[src/rtl/core/mbenc_pkg.sv]
// ----------------------------------------------------------------------------
// mbenc_pkg: shared types and constants of the Modbus request frame encoder
// Request and frame byte structs, framing mode and request kind codes.
// ----------------------------------------------------------------------------
`default_nettype none

package mbenc_pkg;

	typedef struct packed {
		logic        kind;
		logic [7:0]  unit_id;
		logic [7:0]  req_code;
		logic [15:0] target_address;
		logic [15:0] operand_word;
	} mbenc_req_t;

	typedef struct packed {
		logic [7:0] frame_byte;
		logic       last_byte;
	} mbenc_byte_t;

	localparam logic MODE_RTU = 1'b0;
	localparam logic MODE_TCP = 1'b1;

	localparam logic KIND_READ  = 1'b0;
	localparam logic KIND_WRITE = 1'b1;

	localparam logic [7:0] CODE_WRITE_COIL = 8'd5;
	localparam logic [7:0] CODE_WRITE_REG  = 8'd6;

	localparam logic [15:0] WRITE_SCALE = 16'd10000;
	localparam logic [15:0] CRC_INIT    = 16'hFFFF;
	localparam logic [15:0] CRC_POLY    = 16'hA001;
	localparam logic [15:0] COIL_ON     = 16'hFF00;
	localparam logic [7:0]  MBAP_LEN    = 8'd6;

	localparam int          IDX_W     = 4;
	localparam logic [3:0]  RTU_LAST  = 4'd7;
	localparam logic [3:0]  TCP_LAST  = 4'd11;

endpackage

`default_nettype wire

[src/rtl/core/modbus_request_frame_encoder_core.sv]
// ----------------------------------------------------------------------------
// modbus_request_frame_encoder_core: Modbus RTU/TCP request frame encoder
// Turns one read or write request into its frame, one byte per cycle.
// ----------------------------------------------------------------------------
// Usage:
//   Request channel: drive request and raise start; the item is taken at a
//   rising edge with start high and busy low.
//   Config channel: cfg_data (framing mode, 0 = RTU, 1 = TCP) is written at
//   an edge with cfg_valid and cfg_ready high; cfg_ready is always high.
//   Write it only while no frame is in flight. The mode is sampled when an
//   item is taken.
//   Result channel: each frame byte shows on result for exactly one cycle
//   with strobe high; result.last_byte marks the final byte. The receiver
//   cannot stall it.
//   Timing: the request is captured into req_s1 at the accepting edge,
//   and each byte is then registered into result before it shows.
//   Throughput: one byte per cycle; a frame is 8 bytes in RTU mode and 12
//   in TCP mode. busy drops while the last byte is being registered into
//   result, so the next frame follows with no gap.
//   The CRC-16 is accumulated one byte per cycle while bytes go out.
//   Reset clears the mode to RTU, drops busy and strobe.
// ----------------------------------------------------------------------------
`default_nettype none

module modbus_request_frame_encoder_core
	import mbenc_pkg::*;
(
	input  wire logic        clk,
	input  wire logic        arst_n,
	input  wire logic        start,
	output logic             busy,
	input  wire mbenc_req_t  request,
	input  wire logic        cfg_valid,
	output logic             cfg_ready,
	input  wire logic        cfg_data,
	output logic             strobe,
	output mbenc_byte_t      result
);

	logic             mode_q;
	mbenc_req_t       req_s1;
	logic             mode_s1;
	logic             active_s1;
	logic [IDX_W-1:0] idx_s1;
	logic [15:0]      crc_q;
	mbenc_byte_t      result_q;
	logic             strobe_q;

	logic             accept;
	logic             is_last;
	logic [2:0]       wcode;
	logic [15:0]      scaled;
	logic [15:0]      rem;
	logic [7:0]       code;
	logic [15:0]      reg_addr;
	logic [15:0]      val;
	logic [7:0]       cur_byte;

	function automatic logic [15:0] crc_byte(input logic [15:0] crc_in,
		input logic [7:0] b);
		logic [15:0] c;
		c = crc_in ^ {8'd0, b};
		for (int k = 0; k < 8; k++) begin
			if (c[0]) begin
				c = (c >> 1) ^ CRC_POLY;
			end else begin
				c = c >> 1;
			end
		end
		return c;
	endfunction

	assign cfg_ready = 1'b1;

	always_ff @(posedge clk or negedge arst_n) begin
		if (!arst_n) begin
			mode_q <= MODE_RTU;
		end else if (cfg_valid && cfg_ready) begin
			mode_q <= cfg_data;
		end
	end

	assign is_last = (mode_s1 == MODE_TCP) ? (idx_s1 == TCP_LAST) : (idx_s1 == RTU_LAST);
	assign busy    = active_s1 && !is_last;
	assign accept  = start && !busy;

	// Decimal decode of the write address: quotient 0..6 by compares
	always_comb begin
		wcode = 3'd0;
		for (int k = 1; k <= 6; k++) begin
			if ({16'd0, req_s1.target_address} >= k * 32'(WRITE_SCALE)) begin
				wcode = 3'(k);
			end
		end
		scaled = 16'(32'(wcode) * 32'(WRITE_SCALE));
		rem    = req_s1.target_address - scaled;
	end

	always_comb begin
		if (req_s1.kind == KIND_READ) begin
			code     = req_s1.req_code;
			reg_addr = req_s1.target_address;
			val      = req_s1.operand_word;
		end else begin
			code     = {5'd0, wcode};
			reg_addr = rem - 16'd1;
			if (code == CODE_WRITE_COIL) begin
				val = (req_s1.operand_word == 16'd1) ? COIL_ON : 16'd0;
			end else if (code == CODE_WRITE_REG) begin
				val = req_s1.operand_word;
			end else begin
				val = 16'd0;
			end
		end
	end

	always_comb begin
		cur_byte = 8'd0;
		if (mode_s1 == MODE_RTU) begin
			case (idx_s1)
				4'd0:    cur_byte = req_s1.unit_id;
				4'd1:    cur_byte = code;
				4'd2:    cur_byte = reg_addr[15:8];
				4'd3:    cur_byte = reg_addr[7:0];
				4'd4:    cur_byte = val[15:8];
				4'd5:    cur_byte = val[7:0];
				4'd6:    cur_byte = crc_q[7:0];
				4'd7:    cur_byte = crc_q[15:8];
				default: cur_byte = 8'd0;
			endcase
		end else begin
			case (idx_s1)
				4'd5:    cur_byte = MBAP_LEN;
				4'd6:    cur_byte = req_s1.unit_id;
				4'd7:    cur_byte = code;
				4'd8:    cur_byte = reg_addr[15:8];
				4'd9:    cur_byte = reg_addr[7:0];
				4'd10:   cur_byte = val[15:8];
				4'd11:   cur_byte = val[7:0];
				default: cur_byte = 8'd0;
			endcase
		end
	end

	// Hold the item, advance the byte index each cycle
	always_ff @(posedge clk or negedge arst_n) begin
		if (!arst_n) begin
			active_s1 <= 1'b0;
			idx_s1    <= '0;
			strobe_q  <= 1'b0;
		end else begin
			strobe_q <= active_s1;
			if (accept) begin
				active_s1 <= 1'b1;
				idx_s1    <= '0;
			end else if (active_s1) begin
				if (is_last) begin
					active_s1 <= 1'b0;
				end
				idx_s1 <= idx_s1 + 1'b1;
			end
		end
	end

	always_ff @(posedge clk) begin
		if (accept) begin
			req_s1  <= request;
			mode_s1 <= mode_q;
			crc_q   <= CRC_INIT;
		end else if (active_s1 && idx_s1 < 4'd6) begin
			crc_q <= crc_byte(crc_q, cur_byte);
		end
		result_q.frame_byte <= cur_byte;
		result_q.last_byte  <= is_last;
	end

	assign strobe = strobe_q;
	assign result = result_q;

endmodule

`default_nettype wire
[config.mk]
export PLATFORM = sky130hd
export DESIGN_NAME = modbus_request_frame_encoder_core
export DESIGN_NICKNAME = d
export VERILOG_FILES = /design/src/rtl/core/mbenc_pkg.sv /design/src/rtl/core/modbus_request_frame_encoder_core.sv
export SDC_FILE = /design/constraint.sdc
export NUM_CORES = 1
export LEC_CHECK = 0
export ABC_AREA = 1
export CAP_MARGIN = 40
export CORE_ASPECT_RATIO = 1.1
export CORE_MARGIN = 10
export CORE_UTILIZATION = 45
export CTS_CLUSTER_DIAMETER = 120
export DETAILED_ROUTE_END_ITERATION = 8
export DONT_BUFFER_PORTS = 1
export GPL_TIMING_DRIVEN = 0
export HOLD_SLACK_MARGIN = 0.08
export MAX_ROUTING_LAYER = met4
export PLACE_DENSITY_LB_ADDON = 0.15
export RECOVER_POWER = 25
export SYNTH_ARGS = -nofsm -noshare
export SYNTH_HDL_FRONTEND = slang
export SYNTH_SLANG_ARGS = --single-unit
[constraint.sdc]
create_clock -name clk -period 9.7 [get_ports clk]
set_input_delay 1.94 -clock clk [delete_from_list [all_inputs] [get_ports clk]]
set_output_delay 1.94 -clock clk [all_outputs]
set_load 0.1 [all_outputs]
==> results of run 1 <==
-- cell usage in the layout (no fill, tap or decap), types with 8 or more instances in the layout --
cell         n
nand2_1    230
nand3_1    115
inv_1       99
nor2_1      76
edfxtp_1    50
a21oi_1     30
dfxtp_1     25
ha_1        23
nand2_2     22
o21ai_0     22
nand4_1     15
o211ai_1    14
o22ai_1      9
clkbuf_16    9
buf_8        9
nand3_2      8
-- how the worst max path moves through the flow --
stage / cells after the start / slack [ns] / end
finish: 38 / 3.74 / crc_q[0]
detailed placement: 38 / 3.87 / crc_q[0]
CTS: 38 / 3.85 / crc_q[0]
global route: 38 / 3.40 / crc_q[0]
global placement: 38 / 4.00 / crc_q[0]
floorplan: 38 / 4.83 / crc_q[0]
-- layer usage --
metal  share of wire, %  wire length (µm)  vias up
met2                 44              8460      242
met4                3.3               641        0
met1                 45              8690     2680
li1                   -                 -     2797
met3                7.6              1470       37
met5                  0                 0        -
-- state kept, by name, summed over array words and instances, names as in the netlist --
register,cells
mode_q,1
crc_q,16
mode_s1,1
result,9
idx_s1,4
strobe,1
req_s1,49
active_s1,1
-- layout make-up --
class / count / area [µm²]
Tap cell: 161 / 201
Inverter: 103 / 388
Clock inverter: 5 / 55.1
Buffer: 15 / 82.6
Multi-Input combinational cell: 630 / 3320
Sequential cell: 82 / 2180
Clock buffer: 11 / 233
Timing Repair Buffer: 11 / 183
Fill cell: 1294 / 6460
-- per-stage QoR --
stage          total power (µW)  std cells  util (%)
2_1_floorplan              1530        830         -
3_3_place_gp               1820        991      47.1
3_5_place_dp               1890       1002      48.5
4_1_cts                    2240       1018      50.7
5_1_grt                    2420       1018      50.7
6_report                   2240       1018      50.7
-- logic make-up after synthesis --
kind of cell	share of synthesized area, %
buf+inv	7.86
xor+xnor	1.47
flops	36.5
compound gates	9.60
simple gates	38.6
other cells	0.0628
fa+ha+maj	5.82
mux	0.189
-- worst max-delay path: cells and delay by family (launching register included) --
kind / cells / cell delay (ns)
AO/OA/AOI/OAI: 2 / 0.28
buffers and inverters: 5 / 0.32
adder cells (fa/ha/maj): 4 / 1.68
AND/OR/NAND/NOR: 27 / 3.01
flip-flops: 1 / 0.56
-- where the power goes --
group	internal, µW	leakage (µW)	total [µW]	switching, µW
Sequential	471	0.000740	552	80.5
Combinational	436	0.00217	1350	912
Clock	198	0.000133	339	140
==> reports/results.ini, run 1 <==
[outcome]
status=complete, no violations

[global_route]
overflow=0
grtUsageMet2_pct=31.7
grt_pass1_vias=5415
grt_max_degree=49
gr-usage-met3_pct=6.23
antenna_found_initial=0
grt_pass1_wl_um=29700
track_usage_pct=21.9
busiest_layer=met2
grtUsageMet1_pct=28.2

[synthesis]
async_reset_ff_share_pct=8.54
yosys.cell_count.top_type=nand2_1
netlist_instances=830
synth_cell_types=50
avgSynthCellArea_um2=7.20
ys.flop_type=edfxtp_1
ys_top_cells_by_area=edfxtp_1 25%, nand2_1 14%, nand3_1 9.6%
synth_edf_count=50
synth_common_cells=230 x nand2_1, 115 x nand3_1, 99 x inv_1
syn-num-nets=910
ys_ff_latch=82
syn_area_um2=5970
synth_top_area_share_pct=25.1
synth_warnings=0
synth_top_area_cell=edfxtp_1
synth_seq_area_share_pct=36.5

[clock_network]
cts_tree=done
clockRootBuffer=clkbuf_16
cts-resized-gates=0
htree_num_levels=3
cts_max_path_buffers=2
cts_buffers=9
cts_hold_buf=0
clkTransAtPathRegs_ns=0.06
cts_setup_buffers=0
cts_sinks=82
clock_latency_ns=0.36

[min_path]
min_to=mode_s1
min_path_cells=0
hp-start=mode_q
hp-class=reg2reg

[worst_setup_path]
critPathLaunch=req_s1[23]
r2r_setup_slack_ns=3.74
crit_path_frequent_cell=nand2_1
required_ns=9.95
worstReg2RegStart=req_s1[23]
max_stage_delay_ns=0.63
worstSetupStartpointType=flop
worstReg2RegEnd=crc_q[0]
crit_fanout=8
reg2regPathDepth=38
path_class=reg2reg
cp_slowest_cell=fa_1
crit_path_end_kind=flop
critPathArrivalTime_ns=6.21

[routing]
vias=5756
vias_per_cell=5.65
route.detailed.drc=0
dr.pass1.iters=8
routed_wl_um=19300
first_iter_violations=603
antenna_left=0
wl_per_cell_um=18.9

[sta]
skew_ns=0.00499
setup_viol=0
period_needed_ns=5.96
max_freq_mhz=168
tightest_slew_ns=0.886
rsz0062_at_grt=false
slew_headroom_pct=41.0
finalMaxSlewViolations=0
whs_ns=0.451
hold_violations=0
finalSetupTns_ns=0
timing.final.crit_share_pct=61.4
layout_setup_ws_ns=3.74

[placement]
gp_congestion=0.992
place_ws_ns=3.87
port-buffer-count=0
dpl.hpwl_um=15300
placed_cell_area_um2=6360

[layout]
insertedDiodeCount=0
syn_to_final_growth_pct=11.2
drive_gt1_share_pct=11.0
final_nets=932
final_area_um2=6640

[die]
fp.dieH_um=141
die_x_um=130
start_util_pct=45.6
io_pins=66
core_um2=13100
dieArea_um2=18300
row_count=44

[power_and_ir_drop]
irDropWorstVdd_mv=0.222
p_per_area_nw_per_um2=337
leakage_uw=0.00304

[flow_run]
cap_viol_max_count=0

(Power assumes the default switching activity.)
==> run 2: changes to the inputs <==
==> constraint.sdc (replaced) <==
create_clock -name clk -period 5.8 [get_ports clk]
set_input_delay 1.16 -clock clk [delete_from_list [all_inputs] [get_ports clk]]
set_output_delay 1.16 -clock clk [all_outputs]
set_load 0.1 [all_outputs]
==> run 2 against run 1 <==
Clock-buffer cell count did not move. Largest power group unchanged. Worst setup slack got worse by 3.4 ns. Global-route usage barely moved.
==> reports/results.ini, run 2 (synthesis results as in run 1) <==
[outcome]
status=complete, no violations  ; unchanged

[worst_setup_path]
crit_fanout=8  ; unchanged
max_stage_delay_ns=0.56  ; was 0.63 ns
required_ns=6.05  ; was 9.95 ns
path_class=reg2reg  ; unchanged
r2r_setup_slack_ns=0.33  ; was 3.74 ns
crit_path_end_kind=flop  ; unchanged
worstSetupStartpointType=flop  ; unchanged
crit_path_frequent_cell=nand2_1  ; unchanged
critPathArrivalTime_ns=5.72  ; was 6.21 ns
critPathLaunch=req_s1[23]  ; unchanged
worstReg2RegStart=req_s1[23]  ; unchanged
cp_slowest_cell=fa_1  ; unchanged

[clock_network]
cts_tree=done  ; unchanged
clock_latency_ns=0.35  ; was 0.36 ns
cts_buffers=9  ; unchanged
htree_num_levels=3  ; unchanged
cts_sinks=82  ; unchanged
clockRootBuffer=clkbuf_16  ; unchanged
clkTransAtPathRegs_ns=0.06  ; about the same
cts_max_path_buffers=2  ; unchanged

[sta]
period_needed_ns=5.47  ; was 5.96 ns
finalSetupTns_ns=0  ; unchanged
tightest_slew_ns=0.886  ; about the same
setup_viol=0  ; unchanged
slew_headroom_pct=41.0  ; about the same
max_freq_mhz=183  ; was 168 MHz
timing.final.crit_share_pct=94.3  ; was 61.4%
finalMaxSlewViolations=0  ; unchanged
whs_ns=0.451  ; about the same
skew_ns=0.00528  ; was 0.00499 ns
hold_violations=0  ; unchanged

[global_route]
grt_pass1_wl_um=29700  ; about the same
track_usage_pct=21.9  ; about the same
grt_pass1_vias=5416  ; was 5415
antenna_found_initial=0  ; unchanged
grt_max_degree=49  ; unchanged
overflow=0  ; unchanged

[layout]
layout_common_cells=226 x nand2_1, 112 x nand3_1, 95 x inv_1  ; was 230 x nand2_1, 115 x nand3_1, 99 x inv_1
final_cells=1029  ; was 1018
final_nets=943  ; was 932
largest_reg_flops=49  ; unchanged
drive_gt1_share_pct=13.6  ; was 11.0%
layout_commonest_cell=nand2_1  ; unchanged
final_area_um2=6790  ; was 6640 µm²
nFillCells=1275  ; was 1294
insertedDiodeCount=0  ; unchanged
largest-register=req_s1  ; unchanged
syn_to_final_growth_pct=13.7  ; was 11.2%

[die]
core_um2=13100  ; unchanged
die_x_um=130  ; unchanged
row_count=44  ; unchanged
io_pins=66  ; unchanged
fp.dieH_um=141  ; unchanged
start_util_pct=45.6  ; unchanged
dieArea_um2=18300  ; unchanged

[placement]
placed_cell_area_um2=6360  ; unchanged
placed_cells=1002  ; unchanged
port-buffer-count=0  ; unchanged
gp_congestion=0.992  ; unchanged
dpl.hpwl_um=15300  ; unchanged

[power_and_ir_drop]
leakage_uw=0.00312  ; was 0.00304 µW
p_switching_uw=1910  ; was 1130 µW
p_per_area_nw_per_um2=556  ; was 337 nW/µm²
swShare_pct=50.5  ; was 50.6%
power_frac_comb_pct=60.7  ; was 60.2%
p_int_uw=1870  ; was 1110 µW
clkPwrFrac_pct=14.9  ; was 15.1%
p_seq_share_pct=24.4  ; was 24.7%
irDropWorstVdd_mv=0.379  ; was 0.222 mV

[routing]
routed_wl_um=19400  ; was 19300 µm
antenna_left=0  ; unchanged
wl_per_cell_um=18.8  ; was 18.9 µm
route.detailed.drc=0  ; unchanged
first_iter_violations=545  ; was 603
vias=5796  ; was 5756
dr.pass1.iters=5  ; was 8
vias_per_cell=5.63  ; was 5.65

[min_path]
hp-class=reg2reg  ; unchanged
hp-start=mode_q  ; unchanged

[flow_run]
cap_viol_max_count=0  ; unchanged

run 2: cell count changes in the layout (fill, tap and decap cells not counted), sizes merged:
cell / change
buf: +11
run 2: layer usage:
layer | vias to the layer above | routed length (µm) | GRT usage (%) | share of wire [%]
met1 | 2724 | 8860 | 28.2 | 46
li1 | 2823 | - | - | -
met4 | 0 | 582 | 8.65 | 3.0
met2 | 218 | 8640 | 32.0 | 45
met3 | 31 | 1310 | 6.15 | 6.7
met5 | - | 0 | - | 0
run 2: per-stage QoR:
step / util, % / total power (µW) / worst slack (ns)
finish: 51.8 / 3780 / 0.333
detailed placement: 48.5 / 3160 / -0.0259
global route: 51.8 / 4070 / -0.00336
global placement: 47.1 / 3040 / 0.0969
floorplan: - / 2560 / 0.933
CTS: 50.8 / 3740 / 0.0237
run 2: layout make-up:
class / instances / area [µm²] / share of cell area [%]
multi-input combinational: 630 / 3370 / 49.7
sequential: 82 / 2180 / 32.1
clock inverter: 5 / 55.1 / 0.811
clock buffer: 11 / 233 / 3.43
timing repair buffer: 22 / 278 / 4.09
inverter: 103 / 388 / 5.71
buffer: 15 / 85.1 / 1.25
tap: 161 / 201 / 2.97
run 2: repair_timing:
item / 4_1_cts / 5_1_grt
resized for setup: 0 / 17
pin swaps: 0 / 2
setup endpoints to repair: 2 / 5
hold buffers: 0 / 0
hold endpoints to repair: 0 / 0
buffers inserted: 1 / 10
run 2: power by group through the flow:
stage	sequential, µW	combinational, µW	clock (µW)
6_report	920	2290	564
3_5_place_dp	932	2230	0
2_1_floorplan	1020	1550	0
4_1_cts	921	2240	579
3_3_place_gp	1060	1970	0
5_1_grt	937	2530	602
run 2: critical path, delay by kind of cell (launching register included):
| kind | cells | cell delay, ns |
|---|---|---|
| simple gates | 27 | 2.55 |
| fa+ha+maj | 4 | 1.60 |
| flops | 1 | 0.48 |
| buf+inv | 6 | 0.45 |
| compound gates | 2 | 0.27 |
run 2: worst paths after layout:
path / end / depth (start not counted)
worst max register to register: crc_q[0] / 39
min in group asynchronous: idx_s1[1] / 0
worst max-delay path: crc_q[0] / 39
worst min-delay path: mode_s1 / 0
max in group asynchronous: idx_s1[2] / 0
worst min register to register: mode_s1 / 0
